**config.mk**
```make
export PLATFORM = sky130hd
export DESIGN_NAME = segmented_prime_sieve_core_flat
export DESIGN_NICKNAME = d
export VERILOG_FILES = /design/src/hw/rtl/sps_pkg.sv /design/src/hw/rtl/sps_if.sv /design/src/hw/rtl/sps_ctrl.sv /design/src/hw/rtl/sps_datapath.sv /design/src/hw/rtl/segmented_prime_sieve_core.sv /design/src/flat_wrapper.sv
export SDC_FILE = /design/constraint.sdc
export NUM_CORES = 1
export LEC_CHECK = 0
export BUFFER_PORTS_ARGS = -buffer_cell sky130_fd_sc_hd__buf_2
export CAP_MARGIN = 15
export CORE_MARGIN = 3
export CORE_UTILIZATION = 45
export CTS_BUF_LIST = sky130_fd_sc_hd__clkbuf_8
export CTS_CLUSTER_SIZE = 30
export DETAILED_ROUTE_END_ITERATION = 10
export PLACE_DENSITY = 0.68
export SLEW_MARGIN = 20
export SYNTH_ARGS = -nofsm -noshare
export SYNTH_HDL_FRONTEND = slang
export SYNTH_SLANG_ARGS = --single-unit
```
**constraint.sdc**
```tcl
create_clock -name clk -period 25.5 [get_ports clk]
set_clock_uncertainty 0.15 [all_clocks]
set_input_delay 2.55 -clock clk [delete_from_list [all_inputs] [get_ports clk]]
set_output_delay 2.55 -clock clk [all_outputs]
set_load 0.05 [all_outputs]
```
**src/hw/rtl/sps_pkg.sv**
```systemverilog
// Shared types and constants of the segmented prime sieve.
`default_nettype none

package sps_pkg;

  // Cap on the number of results of one request.
  localparam int MAX_RESULTS = 64;
  localparam int CNT_W       = $clog2(MAX_RESULTS + 1);

  // Smallest prime; also the first value that can survive the sieve.
  localparam int FIRST_PRIME = 2;

  typedef enum logic [4:0] {
    ST_IDLE,
    ST_CHECK,
    ST_ERR,
    ST_SQRT,
    ST_BINIT,
    ST_BPREP,
    ST_BOUT,
    ST_BCHK,
    ST_BSTRIKE,
    ST_SINIT,
    ST_PPREP,
    ST_POUT,
    ST_PCHK,
    ST_PDIV,
    ST_PSTRIKE,
    ST_SCAN_RD,
    ST_SCAN_CHK,
    ST_EMIT,
    ST_FINAL
  } state_t;

  typedef enum logic [4:0] {
    OP_NOP,
    OP_LOAD,
    OP_SQRT_STEP,
    OP_P_ZERO,
    OP_BINIT_WR,
    OP_P_TWO,
    OP_P_NEXT,
    OP_J_PSQ,
    OP_BSTRIKE,
    OP_K_ZERO,
    OP_SINIT_WR,
    OP_DIV_START,
    OP_DIV_STEP,
    OP_J_DIV,
    OP_PSTRIKE,
    OP_SCAN_INIT,
    OP_TAKE,
    OP_K_NEXT
  } dp_op_t;

  typedef enum logic [1:0] {
    OUT_PRIME,
    OUT_FINAL,
    OUT_ERR
  } out_sel_t;

  typedef struct packed {
    dp_op_t   op;
    out_sel_t out_sel;
  } dp_cmd_t;

  typedef struct packed {
    logic err;
    logic sqrt_done;
    logic binit_last;
    logic bout_done;
    logic base_mark;
    logic bstrike_done;
    logic k_last;
    logic pout_done;
    logic psq_ge_lo;
    logic div_done;
    logic pstrike_done;
    logic seg_mark;
    logic have_pend;
    logic cap_hit;
  } dp_stat_t;

endpackage

`default_nettype wire

```
**src/hw/rtl/sps_if.sv**
```systemverilog
// Request and result channel interfaces of the segmented prime sieve.
`default_nettype none

interface sps_req_if #(parameter int W = 16);
  logic         valid;
  logic         ready;
  logic [W-1:0] low_bound;
  logic [W-1:0] high_bound;

  modport source (output valid, low_bound, high_bound, input ready);
  modport sink   (input valid, low_bound, high_bound, output ready);
endinterface

interface sps_res_if #(parameter int W = 16);
  logic         valid;
  logic         ready;
  logic [W-1:0] prime_value;
  logic         found;
  logic         range_error;
  logic         last;

  modport source (output valid, prime_value, found, range_error, last, input ready);
  modport sink   (input valid, prime_value, found, range_error, last, output ready);
endinterface

`default_nettype wire

```
**src/hw/rtl/sps_ctrl.sv**
```systemverilog
// Sequencing state machine of the segmented prime sieve.
`default_nettype none

module sps_ctrl
  import sps_pkg::*;
(
  input  wire logic     clk,
  input  wire logic     rst,
  input  wire logic     in_valid,
  output logic          in_ready,
  output logic          out_valid,
  input  wire logic     out_ready,
  input  wire dp_stat_t stat,
  output dp_cmd_t       cmd
);

  state_t state, state_next;
  logic   scan_stop;

  // The scan ends at the last segment entry or once the result cap is reached.
  assign scan_stop = stat.k_last || stat.cap_hit;

  always_ff @(posedge clk) begin
    if (rst) begin
      state <= ST_IDLE;
    end else begin
      state <= state_next;
    end
  end

  always_comb begin
    state_next = state;
    unique case (state)
      ST_IDLE:     if (in_valid) state_next = ST_CHECK;
      ST_CHECK:    state_next = stat.err ? ST_ERR : ST_SQRT;
      ST_ERR:      if (out_ready) state_next = ST_IDLE;
      ST_SQRT:     if (stat.sqrt_done) state_next = ST_BINIT;
      ST_BINIT:    if (stat.binit_last) state_next = ST_BPREP;
      ST_BPREP:    state_next = ST_BOUT;
      ST_BOUT:     state_next = stat.bout_done ? ST_SINIT : ST_BCHK;
      ST_BCHK:     state_next = stat.base_mark ? ST_BSTRIKE : ST_BOUT;
      ST_BSTRIKE:  if (stat.bstrike_done) state_next = ST_BOUT;
      ST_SINIT:    if (stat.k_last) state_next = ST_PPREP;
      ST_PPREP:    state_next = ST_POUT;
      ST_POUT:     state_next = stat.pout_done ? ST_SCAN_RD : ST_PCHK;
      ST_PCHK: begin
        if (!stat.base_mark) begin
          state_next = ST_POUT;
        end else if (stat.psq_ge_lo) begin
          state_next = ST_PSTRIKE;
        end else begin
          state_next = ST_PDIV;
        end
      end
      ST_PDIV:     if (stat.div_done) state_next = ST_PSTRIKE;
      ST_PSTRIKE:  if (stat.pstrike_done) state_next = ST_POUT;
      ST_SCAN_RD:  state_next = ST_SCAN_CHK;
      ST_SCAN_CHK: begin
        if (stat.seg_mark && stat.have_pend) begin
          state_next = ST_EMIT;
        end else if (stat.seg_mark) begin
          state_next = scan_stop ? ST_FINAL : ST_SCAN_RD;
        end else begin
          state_next = stat.k_last ? ST_FINAL : ST_SCAN_RD;
        end
      end
      ST_EMIT:     if (out_ready) state_next = scan_stop ? ST_FINAL : ST_SCAN_RD;
      ST_FINAL:    if (out_ready) state_next = ST_IDLE;
      default:     state_next = ST_IDLE;
    endcase
  end

  always_comb begin
    in_ready    = 1'b0;
    out_valid   = 1'b0;
    cmd.op      = OP_NOP;
    cmd.out_sel = OUT_PRIME;
    unique case (state)
      ST_IDLE: begin
        in_ready = 1'b1;
        if (in_valid) cmd.op = OP_LOAD;
      end
      ST_CHECK: cmd.op = OP_NOP;
      ST_ERR: begin
        out_valid   = 1'b1;
        cmd.out_sel = OUT_ERR;
      end
      ST_SQRT:    cmd.op = stat.sqrt_done ? OP_P_ZERO : OP_SQRT_STEP;
      ST_BINIT:   cmd.op = OP_BINIT_WR;
      ST_BPREP:   cmd.op = OP_P_TWO;
      ST_BOUT:    cmd.op = stat.bout_done ? OP_K_ZERO : OP_NOP;
      ST_BCHK:    cmd.op = stat.base_mark ? OP_J_PSQ : OP_P_NEXT;
      ST_BSTRIKE: cmd.op = stat.bstrike_done ? OP_P_NEXT : OP_BSTRIKE;
      ST_SINIT:   cmd.op = OP_SINIT_WR;
      ST_PPREP:   cmd.op = OP_P_TWO;
      ST_POUT:    cmd.op = stat.pout_done ? OP_SCAN_INIT : OP_NOP;
      ST_PCHK: begin
        if (!stat.base_mark) begin
          cmd.op = OP_P_NEXT;
        end else if (stat.psq_ge_lo) begin
          cmd.op = OP_J_PSQ;
        end else begin
          cmd.op = OP_DIV_START;
        end
      end
      ST_PDIV:    cmd.op = stat.div_done ? OP_J_DIV : OP_DIV_STEP;
      ST_PSTRIKE: cmd.op = stat.pstrike_done ? OP_P_NEXT : OP_PSTRIKE;
      ST_SCAN_RD: cmd.op = OP_NOP;
      ST_SCAN_CHK: begin
        if (stat.seg_mark && !stat.have_pend) begin
          cmd.op = OP_TAKE;
        end else if (!stat.seg_mark) begin
          cmd.op = OP_K_NEXT;
        end
      end
      ST_EMIT: begin
        out_valid   = 1'b1;
        cmd.out_sel = OUT_PRIME;
        if (out_ready) cmd.op = OP_TAKE;
      end
      ST_FINAL: begin
        out_valid   = 1'b1;
        cmd.out_sel = OUT_FINAL;
      end
      default: cmd.op = OP_NOP;
    endcase
  end

endmodule

`default_nettype wire

```
**src/hw/rtl/sps_datapath.sv**
```systemverilog
// Datapath of the segmented prime sieve: counters, bit stores and remainder unit.
`default_nettype none

module sps_datapath
  import sps_pkg::*;
#(
  parameter int VALUE_BITS   = 16,
  parameter int SEGMENT_SIZE = 64,
  parameter int BASE_LIMIT   = 256
) (
  input  wire logic                  clk,
  input  wire dp_cmd_t               cmd,
  input  wire logic [VALUE_BITS-1:0] lo_in,
  input  wire logic [VALUE_BITS-1:0] hi_in,
  output dp_stat_t                   stat,
  output logic [VALUE_BITS-1:0]      prime_value,
  output logic                       found,
  output logic                       range_error,
  output logic                       last
);

  localparam int V    = VALUE_BITS;
  localparam int IB   = $clog2(BASE_LIMIT);
  localparam int PW   = IB + 1;
  localparam int WW   = ((V > 2 * PW) ? V : 2 * PW) + 1;
  localparam int KW   = $clog2(SEGMENT_SIZE);
  localparam int CMPW = V + 12;
  localparam int DW   = $clog2(V + 1);

  logic [V-1:0]     lo, hi;
  logic [IB-1:0]    bound;
  logic [WW-1:0]    sq;
  logic [PW-1:0]    p;
  logic [WW-1:0]    psq;
  logic [WW-1:0]    j;
  logic [KW-1:0]    k;
  logic [PW-1:0]    rem;
  logic [V-1:0]     dsh;
  logic [DW-1:0]    dcnt;
  logic [V-1:0]     pend;
  logic             have_pend;
  logic [CNT_W-1:0] count;

  logic             base_mem [BASE_LIMIT];
  logic             seg_mem  [SEGMENT_SIZE];
  logic             base_rd, seg_rd;
  logic             base_we, base_wd, seg_we, seg_wd;
  logic [IB-1:0]    base_wa;
  logic [KW-1:0]    seg_wa;

  logic [V:0]       diff;
  logic [KW-1:0]    span_m1;
  logic [PW:0]      rem_shift;
  logic [PW:0]      rem_sub;
  logic [WW-1:0]    j_off;

  assign diff      = {1'b0, hi} - {1'b0, lo};
  assign span_m1   = KW'(diff[V-1:0]);
  assign rem_shift = {rem, dsh[V-1]};
  assign rem_sub   = rem_shift - {1'b0, p};
  assign j_off     = j - WW'(lo);

  always_comb begin
    stat.err          = diff[V] || (CMPW'(diff[V-1:0]) > CMPW'(SEGMENT_SIZE - 1));
    stat.sqrt_done    = (sq > WW'(hi)) || (bound == IB'(BASE_LIMIT - 1));
    stat.binit_last   = (p == PW'(bound));
    stat.bout_done    = (psq > WW'(bound));
    stat.base_mark    = base_rd;
    stat.bstrike_done = (j > WW'(bound));
    stat.k_last       = (k == span_m1);
    stat.pout_done    = (p > PW'(bound));
    stat.psq_ge_lo    = (psq >= WW'(lo));
    stat.div_done     = (dcnt == '0);
    stat.pstrike_done = (j > WW'(hi));
    stat.seg_mark     = seg_rd;
    stat.have_pend    = have_pend;
    stat.cap_hit      = (count == CNT_W'(MAX_RESULTS - 1));
  end

  always_comb begin
    base_we = 1'b0;
    base_wa = p[IB-1:0];
    base_wd = 1'b0;
    seg_we  = 1'b0;
    seg_wa  = k;
    seg_wd  = 1'b0;
    unique case (cmd.op)
      OP_BINIT_WR: begin
        base_we = 1'b1;
        base_wd = (p >= PW'(FIRST_PRIME));
      end
      OP_BSTRIKE: begin
        base_we = 1'b1;
        base_wa = j[IB-1:0];
      end
      OP_SINIT_WR: begin
        seg_we = 1'b1;
        seg_wd = ((WW'(lo) + WW'(k)) >= WW'(FIRST_PRIME));
      end
      OP_PSTRIKE: begin
        seg_we = 1'b1;
        seg_wa = KW'(j_off);
      end
      default: ;
    endcase
  end

  // Both stores are read every cycle; the read data is ready in the following state.
  always_ff @(posedge clk) begin
    if (base_we) base_mem[base_wa] <= base_wd;
    base_rd <= base_mem[p[IB-1:0]];
  end

  always_ff @(posedge clk) begin
    if (seg_we) seg_mem[seg_wa] <= seg_wd;
    seg_rd <= seg_mem[k];
  end

  always_ff @(posedge clk) begin
    unique case (cmd.op)
      OP_LOAD: begin
        lo    <= lo_in;
        hi    <= hi_in;
        bound <= '0;
        sq    <= WW'(1);
      end
      // sq tracks (bound + 1) squared.
      OP_SQRT_STEP: begin
        bound <= bound + IB'(1);
        sq    <= sq + (WW'(bound) << 1) + WW'(3);
      end
      OP_P_ZERO: p <= '0;
      OP_BINIT_WR: p <= p + PW'(1);
      OP_P_TWO: begin
        p   <= PW'(FIRST_PRIME);
        psq <= WW'(FIRST_PRIME * FIRST_PRIME);
      end
      OP_P_NEXT: begin
        p   <= p + PW'(1);
        psq <= psq + (WW'(p) << 1) + WW'(1);
      end
      OP_J_PSQ: j <= psq;
      OP_BSTRIKE, OP_PSTRIKE: j <= j + WW'(p);
      OP_K_ZERO: k <= '0;
      OP_SINIT_WR: k <= k + KW'(1);
      OP_DIV_START: begin
        rem  <= '0;
        dsh  <= lo;
        dcnt <= DW'(V);
      end
      // Restoring remainder, one bit of the low bound per cycle.
      OP_DIV_STEP: begin
        rem  <= rem_sub[PW] ? PW'(rem_shift) : PW'(rem_sub);
        dsh  <= dsh << 1;
        dcnt <= dcnt - DW'(1);
      end
      OP_J_DIV: j <= WW'(lo) + ((rem == '0) ? WW'(0) : WW'(p - rem));
      OP_SCAN_INIT: begin
        k         <= '0;
        have_pend <= 1'b0;
        count     <= '0;
      end
      OP_TAKE: begin
        pend      <= lo + V'(k);
        have_pend <= 1'b1;
        count     <= count + CNT_W'(1);
        k         <= k + KW'(1);
      end
      OP_K_NEXT: k <= k + KW'(1);
      default: ;
    endcase
  end

  always_comb begin
    prime_value = '0;
    found       = 1'b0;
    range_error = 1'b0;
    last        = 1'b0;
    unique case (cmd.out_sel)
      OUT_PRIME: begin
        prime_value = pend;
        found       = 1'b1;
      end
      OUT_FINAL: begin
        prime_value = have_pend ? pend : '0;
        found       = have_pend;
        last        = 1'b1;
      end
      OUT_ERR: begin
        range_error = 1'b1;
        last        = 1'b1;
      end
      default: ;
    endcase
  end

endmodule

`default_nettype wire

```
**src/hw/rtl/segmented_prime_sieve_core.sv**
```systemverilog
// Segmented prime sieve: one request in, the primes of [low, high] out in order.
// A rejected request is answered from an error state after a check state. A valid one runs a
// square-root walk, a base-store fill and strike, a segment fill, a check of each base
// value, a remainder for each base prime whose square lies below the low bound and the strikes
// per base prime, then a scan of the segment entries, the work lying mostly in the remainders.
// One request at a time; synchronous reset returns to idle.
`default_nettype none

module segmented_prime_sieve_core
  import sps_pkg::*;
#(
  parameter int SEGMENT_SIZE = 64,
  parameter int VALUE_BITS   = 16,
  parameter int BASE_LIMIT   = 256
) (
  input wire logic clk,
  input wire logic rst,
  sps_req_if.sink   req,
  sps_res_if.source res
);

  dp_cmd_t  cmd;
  dp_stat_t stat;

  sps_ctrl u_ctrl (
    .clk       (clk),
    .rst       (rst),
    .in_valid  (req.valid),
    .in_ready  (req.ready),
    .out_valid (res.valid),
    .out_ready (res.ready),
    .stat      (stat),
    .cmd       (cmd)
  );

  sps_datapath #(
    .VALUE_BITS   (VALUE_BITS),
    .SEGMENT_SIZE (SEGMENT_SIZE),
    .BASE_LIMIT   (BASE_LIMIT)
  ) u_datapath (
    .clk         (clk),
    .cmd         (cmd),
    .lo_in       (req.low_bound),
    .hi_in       (req.high_bound),
    .stat        (stat),
    .prime_value (res.prime_value),
    .found       (res.found),
    .range_error (res.range_error),
    .last        (res.last)
  );

  // No new request is taken while results of the current one are pending.
  a_no_overlap: assert property (@(posedge clk) disable iff (rst)
    res.valid |-> !req.ready)
    else $error("request taken while a result is pending");

  a_busy_after_accept: assert property (@(posedge clk) disable iff (rst)
    (req.valid && req.ready) |=> !req.ready)
    else $error("ready stayed high after a request was taken");

  a_error_single: assert property (@(posedge clk) disable iff (rst)
    (res.valid && res.range_error) |-> (res.last && !res.found))
    else $error("range error result is not a lone final result");

  a_empty_is_last: assert property (@(posedge clk) disable iff (rst)
    (res.valid && !res.found) |-> res.last)
    else $error("result without a prime is not the final one");

endmodule

`default_nettype wire

```
**src/flat_wrapper.sv**
```systemverilog
// flat-port wrapper written by rule: the top's interface ports become plain ports
module segmented_prime_sieve_core_flat import sps_pkg::*;
#(
  parameter int SEGMENT_SIZE = 64,
  parameter int VALUE_BITS   = 16,
  parameter int BASE_LIMIT   = 256
)
  (clk, rst, req_valid, req_low_bound, req_high_bound, req_ready, res_valid, res_prime_value, res_found, res_range_error, res_last, res_ready);
  sps_req_if #(.W(VALUE_BITS)) req_i ();
  sps_res_if #(.W(VALUE_BITS)) res_i ();
  input wire logic clk;
  input wire logic rst;
  input wire logic [$bits(req_i.valid)-1:0] req_valid;
  input wire logic [$bits(req_i.low_bound)-1:0] req_low_bound;
  input wire logic [$bits(req_i.high_bound)-1:0] req_high_bound;
  output wire logic [$bits(req_i.ready)-1:0] req_ready;
  output wire logic [$bits(res_i.valid)-1:0] res_valid;
  output wire logic [$bits(res_i.prime_value)-1:0] res_prime_value;
  output wire logic [$bits(res_i.found)-1:0] res_found;
  output wire logic [$bits(res_i.range_error)-1:0] res_range_error;
  output wire logic [$bits(res_i.last)-1:0] res_last;
  input wire logic [$bits(res_i.ready)-1:0] res_ready;
  assign req_i.valid = req_valid;
  assign req_i.low_bound = req_low_bound;
  assign req_i.high_bound = req_high_bound;
  assign req_ready = req_i.ready;
  assign res_valid = res_i.valid;
  assign res_prime_value = res_i.prime_value;
  assign res_found = res_i.found;
  assign res_range_error = res_i.range_error;
  assign res_last = res_i.last;
  assign res_i.ready = res_ready;
  segmented_prime_sieve_core #(.SEGMENT_SIZE(SEGMENT_SIZE), .VALUE_BITS(VALUE_BITS), .BASE_LIMIT(BASE_LIMIT)) u_core (.clk(clk), .rst(rst), .req(req_i), .res(res_i));
endmodule
```
==> out/summary.txt, run 1 <==
outcome: finished clean
drt via density: 5.93
core area: 0.0621 mm²
sequential share of the synthesized area: 0.519
dpl hpwl: 50,200 µm
critical path class: flip-flop to output port
setup bufs post-CTS: 0
Max Fclk: 182 MHz
register bit total from synthesis: 493
Die Span X: 257 µm
Worst setup SP type: flip-flop
Post-Synth Simple-Gate Area: 0.152
layout cells sized above 1: 0.130
Max stage delay on crit path: 0.72 ns
Synth top area share: 0.514
global-route wire length before repair: 115,000 µm
leading post-synthesis cells by cell area: edfxtp_1 (51%), ha_1 (7.7%), mux4_2 (7.1%), nor2_1 (5.9%), xnor2_1 (2.1%)
syn_area_per_cell: 11.5 µm²
commonest non-fill, non-tap cells in the layout: edfxtp_1 (486), nor2_1 (445), ha_1 (175)
Max-slew headroom: 0.247
placed cell count: 3,279
worst-skew pair later-pin latency: 0.70 ns
Post-Synth XOR/XNOR Area: 0.0321
Port Buffers: 56
Unique masters post-synth: 89
cts hold-fix bufs: 0
Netlist Area Pre-Place: 0.0284 mm²
Clock transition at path regs: 0.06 ns
Worst R2R Setup Slack: 20.16 ns
RSZ-0062 raised after global routing: false
Post-synth EDFFs: 486
H-tree lvl count: 3
die height: 257 µm
DR vias: 20,338
endpoints failing setup: 0
clock buffer depth: 3
worst path required time: 22.80 ns
vias in the first global route: 20,078
largest fanout on the critical path: 19
most common cell after layout, fill and taps aside: edfxtp_1
gr ovfl total: 0
mux cell area share after synthesis: 0.0891
starting DRC count in detailed routing: 2,284
Cell Pwr Density: 104 mW/mm²
area leader, netlist: edfxtp_1
setup TNS: 0 ns
post-CTS sizing: 0
CP endpoint kind: output port
hold_ws: 0.385 ns
Final ANT Viol Nets: 0
routability cong.: 0.928
routed wire length: 75,300 µm
initial antenna violation count: 1
VDD IR max: 67.9 µV
Fillers: 5,454
CTS tree: built
CTS root buffer: clkbuf_8
CP Cell Sequence: inv_1 -> nor2_1 -> nand2_1 -> inv_1 -> nand2_1 -> and2_1 -> buf_2
synthesis warning total: 0
row count: 91
Sink Count: 493
Tmin final: 5.49 ns
max-slew violation count: 0
Final #Nets: 2,750
Main synth FF type: edfxtp_1
Final period util: 0.215
Worst Max-Slew Pin Slew: 1.11 ns
Die ar.: 0.0662 mm²
non-filler cells, final: 3,428
Max Cap Viol: 0
P&R area growth vs syn: 9.34%
largest family of logic cells by synthesized area: simple AND/OR/NAND/NOR gates
gr usage total: 0.224
P_leak: 11.2 nW
Final Instance Area: 0.0311 mm²
DP Area: 0.0294 mm²
Starting Density: 0.458
final hold vios: 0
DRC viols: 0
crit path DAT: 2.79 ns
Pre-antenna DRT Iters: 7
I/O Pins: 57
drt wl/cell: 22.0 µm
adder-cell share of the synthesized area: 0.0834
Mapped Cells: 2,479
FFs w/ async S/R, synth: 0
Slowest-stage cell, CP: dfxtp_1
largest net degree at the start of global routing: 154
total power: 3.22 mW
compound-gate portion of the synthesized area: 0.0914
Num CTS Buffers: 86
hold crit path type: flip-flop to flip-flop
## cell families (layout without fill, tap and decap cells)
family,count (synthesis),count (layout)
other,1,3
multiplexers,138,138
XOR/XNOR,104,104
AND/OR/NAND/NOR,933,933
AO/OA/AOI/OAI,393,393
flip-flops,493,493
buffers and inverters,233,343
adder cells (fa/ha/maj),184,184
## state kept, by name (all words and copies together) (netlist names)
| name | flops |
|---|---|
| u_core.u_datapath.base_mem | 256 |
| u_core.u_datapath.seg_mem | 64 |
| u_core.u_datapath.j | 19 |
| u_core.u_datapath.psq | 19 |
| u_core.u_datapath.sq | 19 |
| u_core.u_datapath.dsh | 16 |
| u_core.u_datapath.hi | 16 |
| u_core.u_datapath.lo | 16 |
| u_core.u_datapath.pend | 16 |
| u_core.u_datapath.p | 9 |
| u_core.u_datapath.rem | 9 |
| u_core.u_datapath.bound | 8 |
| u_core.u_datapath.count | 7 |
| u_core.u_datapath.k | 6 |
| u_core.u_ctrl.state | 5 |
| u_core.u_datapath.dcnt | 5 |
| u_core.u_datapath.base_rd | 1 |
| u_core.u_datapath.have_pend | 1 |
| u_core.u_datapath.seg_rd | 1 |
## Yosys cell counts, drive strengths merged (7+ instances only)
master,n
o211ai,17
mux4,89
a21o,28
o21bai,13
nand3b,12
nor2,446
nor4,14
buf,43
inv,118
xor2,35
and2,24
o21a,7
nor3,57
nand4,31
nor3b,11
a211o,11
o21ai,79
fa,9
nand3,67
a211oi,14
dfxtp,7
mux2,28
edfxtp,486
ha,175
o22ai,7
clkbuf,72
nand2b,16
xnor2,69
a21oi,100
a31oi,28
or3,10
mux2i,21
and3,23
a21boi,8
nor2b,32
nand2,148
or2,22
a22oi,11
## power by group
part	internal [mW]	switching, mW
logic	0.524	0.850
registers	1.03	0.113
clock network	0.361	0.343
## layer usage
layer  share of wire  vias up  track usage  wire [µm]
met3           0.073      207       0.0402       5520
li1                -     9306            -          -
met4           0.046        0        0.107       3430
met2            0.47      848        0.359      35200
met5               0        -            0          0
met1            0.41     9977        0.297      31100
## worst paths after layout
check / startpoint / end / cells after the start
worst max-delay path: u_core.u_ctrl.state[1] / res_prime_value[6] / 7
worst min-delay path: u_core.u_datapath.dsh[5] / u_core.u_datapath.dsh[6] / 1
worst max register to register: u_core.u_datapath.p[7] / u_core.u_datapath.sq[2] / 10
worst min register to register: u_core.u_datapath.dsh[5] / u_core.u_datapath.dsh[6] / 1
## cell type report
class                   instances  area, µm²  share of cell area
well taps                     837       1050              0.0337
clock inverters                62        432              0.0139
inverters                     118        443              0.0143
clock buffers                  86       1180              0.0381
multi-input cells            1754      12800               0.411
repair buffers                 77        442              0.0142
flip-flops and latches        493      14700               0.474
diodes                          1       2.50           0.0000806
## critical path: cells and delay by family, from the launching register on
family        cells  cell delay, ns
buf+inv           3            0.47
flops             1            0.72
simple gates      4            0.90
## through the flow
step / setup slack, ns / utilization
2_1_floorplan: 14.80 / -
3_3_place_gp: 19.59 / 0.474
3_5_place_dp: 19.49 / 0.474
4_1_cts: 19.95 / 0.500
5_1_grt: 19.83 / 0.501
6_report: 20.01 / 0.501
Power figures use the tool's default switching activity.
==> run 2, diff against run 1 <==
--- a/config.mk
+++ b/config.mk
@@ -12,7 +12,7 @@
 export CTS_BUF_LIST = sky130_fd_sc_hd__clkbuf_8
 export CTS_CLUSTER_SIZE = 30
 export DETAILED_ROUTE_END_ITERATION = 10
-export PLACE_DENSITY = 0.68
+export PLACE_DENSITY = 0.71
 export SLEW_MARGIN = 20
 export SYNTH_ARGS = -nofsm -noshare
 export SYNTH_HDL_FRONTEND = slang
==> constraint.sdc (replaced) <==
create_clock -name clk -period 4.95 [get_ports clk]
set_clock_uncertainty 0.15 [all_clocks]
set_input_delay 0.495 -clock clk [delete_from_list [all_inputs] [get_ports clk]]
set_output_delay 0.495 -clock clk [all_outputs]
set_load 0.05 [all_outputs]
==> run 2 against run 1 <==
Compared with the run above: via count up 2.4%; non-clock buffer count is 73 higher; final cell count up 2.0%; critical path type is now flip-flop to flip-flop; highest routed layer unchanged.
==> out/summary.txt, run 2 (synthesis gave the netlist of run 1 again) <==
non-filler cells, final: 3,498
internal power: 9.90 mW
drt via density: 5.95
RSZ-0062 raised after global routing: false
Final #Nets: 2,823
Final ANT Viol Nets: 0
CP endpoint kind: flip-flop
routability cong.: 0.945
hold_ws: 0.312 ns
Final Instance Area: 0.0318 mm²
worst path required time: 5.20 ns
vias in the first global route: 20,826
min-delay src: res_ready
Pre-antenna DRT Iters: 6
Port Buffers: 56
start point of the critical path: u_core.u_datapath.j[5]
initial antenna violation count: 0
Max Cap Viol: 0
placed cell count: 3,318
Die Span X: 257 µm
largest reg by FF count: u_core.u_datapath.base_mem
dpl hpwl: 52,900 µm
largest net degree at the start of global routing: 79
core area: 0.0621 mm²
H-tree lvl count: 3
Ant. Diodes: 0
I/O Pins: 57
CTS tree: built
total power: 16.5 mW
Clock transition at path regs: 0.06 ns
DP Area: 0.0298 mm²
P&R area growth vs syn: 11.8%
Max-slew headroom: 0.346
endpoints failing setup: 0
most common cell after layout, fill and taps aside: edfxtp_1
Final period util: 0.895
DRC viols: 0
Cell Pwr Density: 521 mW/mm²
Max Fclk: 226 MHz
outcome: finished clean
final hold vios: 0
routed wire length: 77,000 µm
Starting Density: 0.458
largest fanout on the critical path: 15
drt wl/cell: 22.0 µm
max-slew violation count: 0
fin util: 0.512
CTS root buffer: clkbuf_8
commonest non-fill, non-tap cells in the layout: edfxtp_1 (486), nor2_1 (445), ha_1 (175)
gr ovfl total: 0
Die ar.: 0.0662 mm²
Largest register FFs: 256
row count: 91
Switch Pwr: 6.64 mW
layout cells sized above 1: 0.144
Tmin final: 4.43 ns
Comb pwr share: 0.433
post-place setup slack: 0.607 ns
worst-skew pair later-pin latency: 0.71 ns
die height: 257 µm
critical path class: flip-flop to flip-flop
gr usage total: 0.231
P_leak: 11.5 nW
clock buffer depth: 3
Worst setup SP type: flip-flop
DR vias: 20,825
Net Sw Frac: 0.401
VDD IR max: 239 µV
Sink Count: 493
global-route wire length before repair: 119,000 µm
Num CTS Buffers: 86
largest registers: u_core.u_datapath.base_mem: 256 flops, u_core.u_datapath.seg_mem: 64 flops
Clock power frac: 0.221
crit path DAT: 4.68 ns
worst r2r src: u_core.u_datapath.j[5]
Reg power frac: 0.346
starting DRC count in detailed routing: 2,208
setup TNS: 0 ns
hold crit path type: input port to flip-flop
Worst Max-Slew Pin Slew: 0.982 ns
fin worst setup slack: 0.519 ns
-- run 2: critical path, stage by stage (launching register included) --
cell      delay (ns)
edfxtp_1        0.68
ha_1            0.41
nand3_1         0.11
nor3_1          0.25
o2111a_1        0.31
nand4_1         0.52
buf_4           0.39
nor3_1          0.25
a21o_1          0.18
nand2_1         0.54
nor2_1          0.34
-- run 2: cell type report --
type | count | area [µm²]
clock buffers | 86 | 1180
clock inverters | 60 | 447
fillers | 5464 | 30300
inverters | 118 | 443
multi-input cells | 1754 | 12800
flip-flops and latches | 493 | 14700
well taps | 837 | 1050
repair buffers | 150 | 1130
-- run 2: worst paths after layout --
kind,to,slack [ns],cells after the start
max reg2reg,u_core.u_datapath.base_mem[0],0.52,10
min reg2reg,u_core.u_datapath.dsh[11],0.39,1
max,u_core.u_datapath.base_mem[0],0.52,10
min,u_core.u_datapath.k[2],0.31,4
-- run 2: what timing repair did --
item | CTS | global route
endpoints found under the hold margin | 37 | 0
resized for setup | 0 | 0
hold buffers | 33 | 0
setup buffers | 0 | 0
-- run 2: routing by layer --
| metal | GRT usage | vias up | wire length [µm] |
|---|---|---|---|
| li1 | - | 9468 | - |
| met1 | 0.301 | 10235 | 31400 |
| met2 | 0.375 | 877 | 36300 |
| met3 | 0.0415 | 245 | 5500 |
| met4 | 0.110 | 0 | 3820 |
| met5 | 0 | - | 0 |
-- run 2: power groups by stage --
| stage | Combinational [mW] | Clock (mW) | Sequential (mW) |
|---|---|---|---|
| 6_report | 7.16 | 3.66 | 5.73 |
| 4_1_cts | 7.09 | 3.74 | 5.72 |
| 5_1_grt | 7.87 | 3.91 | 5.76 |
| 3_5_place_dp | 7.02 | 0 | 5.80 |
| 3_3_place_gp | 6.86 | 0 | 5.80 |
| 2_1_floorplan | 5.28 | 0 | 5.61 |
==> run 3, diff against run 2 <==
--- a/config.mk
+++ b/config.mk
@@ -16,4 +16,5 @@
 export SLEW_MARGIN = 20
 export SYNTH_ARGS = -nofsm -noshare
 export SYNTH_HDL_FRONTEND = slang
+export SYNTH_HIERARCHICAL = 1
 export SYNTH_SLANG_ARGS = --single-unit
==> run 3 against run 2 <==
Compared with the run above: design area rose by 4.5%; routed wire length is 1.7% higher; register-to-register slack lost 0.38 ns; power decreased by 21%; critical path type unchanged; critical endpoint is now u_core/u_datapath/base_mem[22]; synthesized cell count grew 2.1%; worst setup slack got worse by 0.38 ns; die area rose by 0.18%; highest routed layer unchanged.
==> out/summary.txt, run 3 <==
P&R area growth vs syn: 16.5%
Fillers: 5,327
post-synthesis net count: 2,753
layout cells sized above 1: 0.189
DR vias: 21,516
Starting Density: 0.458
drt wl/cell: 21.4 µm
Worst Max-Slew Pin Slew: 0.943 ns
hold crit path type: input port to flip-flop
die height: 257 µm
H-tree lvl count: 3
largest fanout on the critical path: 8
clock buffer depth: 3
Max Cap Viol: 0
Slowest-stage cell, CP: edfxtp_1
Tmin final: 4.81 ns
initial antenna violation count: 1
most common cell after layout, fill and taps aside: edfxtp_1
starting DRC count in detailed routing: 2,062
dpl hpwl: 53,700 µm
routed wire length: 78,400 µm
Port Buffers: 56
outcome: finished clean
Netlist Area Pre-Place: 0.0285 mm²
Worst setup SP type: flip-flop
crit path DAT: 5.09 ns
Num CTS Buffers: 84
gr usage total: 0.231
endpoints failing setup: 0
Final period util: 0.973
routability cong.: 0.938
CTS tree: built
syn_area_per_cell: 11.2 µm²
Final ANT Viol Nets: 0
I/O Pins: 57
Die Span X: 257 µm
VDD IR max: 189 µV
Max stage delay on crit path: 0.41 ns
largest registers: u_core/u_datapath/base_mem: 256 flops, u_core/u_datapath/seg_mem: 64 flops
Worst R2R Setup Slack: 0.14 ns
RSZ-0062 raised after global routing: true
Final #Nets: 2,983
Reg area: 0.0147 mm²
Die ar.: 0.0663 mm²
DRC viols: 0
drt via density: 5.88
placed cell count: 3,459
Clock transition at path regs: 0.06 ns
Post-synth EDFFs: 486
Multi-input gate area: 0.0132 mm²
commonest non-fill, non-tap cells in the layout: edfxtp_1 (486), nor2_1 (451), ha_1 (176)
Max-slew headroom: 0.366
core area: 0.0622 mm²
Sink Count: 493
vias in the first global route: 21,251
fin util: 0.534
register bit total from synthesis: 493
worst path required time: 5.23 ns
Cell Pwr Density: 394 mW/mm²
most frequent cell after synthesis: edfxtp_1
FFs w/ async S/R, synth: 0
global-route wire length before repair: 120,000 µm
worst-skew pair later-pin latency: 0.70 ns
leading post-synthesis cells by cell area: edfxtp_1 (51%), ha_1 (7.8%), nor2_1 (6.3%), mux4_2 (5.5%), xnor2_1 (2.3%)
row count: 91
Pre-antenna DRT Iters: 6
Commonest cells post-synth: edfxtp_1 (486), nor2_1 (474), ha_1 (178), nand2_1 (142), inv_1 (122)
non-filler cells, final: 3,662
largest net degree at the start of global routing: 84
CTS root buffer: clkbuf_8
DP Area: 0.0306 mm²
max-slew violation count: 0
final hold vios: 0
total power: 13.1 mW
critical path class: flip-flop to flip-flop
Largest register FFs: 256
Synth top area share: 0.513
CP bufs+invs: 5
Final Instance Area: 0.0332 mm²
Max Fclk: 208 MHz
CP endpoint kind: flip-flop
P_leak: 12.0 nW
synthesis warning total: 6
setup TNS: 0 ns
largest reg by FF count: u_core/u_datapath/base_mem
gr ovfl total: 0
CP Cell Sequence: inv_2 -> ha_1 -> nor2b_1 -> o21a_1 -> o21a_1 -> o21ai_0 -> nand2b_1 -> a21oi_2 -> o2111ai_1 -> a211o_1 -> nand2b_4 -> o21ai_0 -> o211ai_1 -> buf_4 -> nor2_4 -> nand2_2 -> nor3_4 -> buf_12 -> buf_4 -> nand3b_1 -> o31ai_4 -> nand2_4 -> clkbuf_16 -> nor2_1
Unique masters post-synth: 87
sequential share of the synthesized area: 0.518
area leader, netlist: edfxtp_1
Mapped Cells: 2,530
Main synth FF type: edfxtp_1
Largest delay share family, worst path: compound AO/OA/AOI/OAI gates
==> run 3: area by class of cell <==
class	count	area share
clock inverters	63	0.0127
well taps	837	0.0316
clock buffers	86	0.0357
flip-flops and latches	493	0.444
diodes	2	0.000151
repair buffers	253	0.0637
multi-input cells	1800	0.397
inverters	128	0.0148
==> run 3: layer usage <==
metal | track usage | routed length [µm]
met5 | 0 | 0
met4 | 0.106 | 3630
met3 | 0.0423 | 6130
met2 | 0.380 | 37300
met1 | 0.298 | 31400
==> run 3: kinds of logic after synthesis <==
logic type / after synthesis / share of synthesized area
buf+inv: 237 / 0.0353
fa+ha+maj: 187 / 0.0846
mux: 141 / 0.0812
flops: 493 / 0.518
simple gates: 941 / 0.150
xor+xnor: 113 / 0.0348
compound gates: 418 / 0.0967
==> run 3: metrics by stage <==
stage | hold WS, ns | setup slack [ns]
detailed placement | 0.391 | -0.0749
CTS | 0.0831 | 0.00301
finish | 0.141 | 0.136
global route | 0.130 | -0.0377
floorplan | 0.359 | -1.49
global placement | 0.377 | 0.0812
==> run 3: path summary, 6_finish.rpt <==
path / from / cells after the start / to
max: u_core/u_datapath/lo[1] / 24 / u_core/u_datapath/base_mem[22]
min: res_ready / 3 / u_core/u_ctrl/state[3]
max reg2reg: u_core/u_datapath/lo[1] / 24 / u_core/u_datapath/base_mem[22]
min reg2reg: u_core/u_datapath/dsh[3] / 1 / u_core/u_datapath/dsh[4]
==> run 3: timing repair <==
| item | in CTS | in global routing |
|---|---|---|
| hold buffers | 33 | 0 |
| gates resized for setup | 9 | 103 |
| setup endpoints to repair | 33 | 451 |
| pin swaps | 0 | 17 |
| cloned | 0 | 3 |
| hold endpoints to repair | 37 | 0 |
| buffers inserted | 0 | 16 |
==> run 3: tightest hold or removal path: cells and delay by family <==
family	cells	cell delay, ns
AO/OA/AOI/OAI	2	0.30
buffers and inverters	1	0.12
==> run 3: report_power, final <==
part | total (mW) | internal [mW] | switching [mW]
Combinational | 4.31 | 1.71 | 2.60
Clock | 3.52 | 1.80 | 1.72
Sequential | 5.24 | 4.93 | 0.309
Total | 13.1 | 8.45 | 4.62
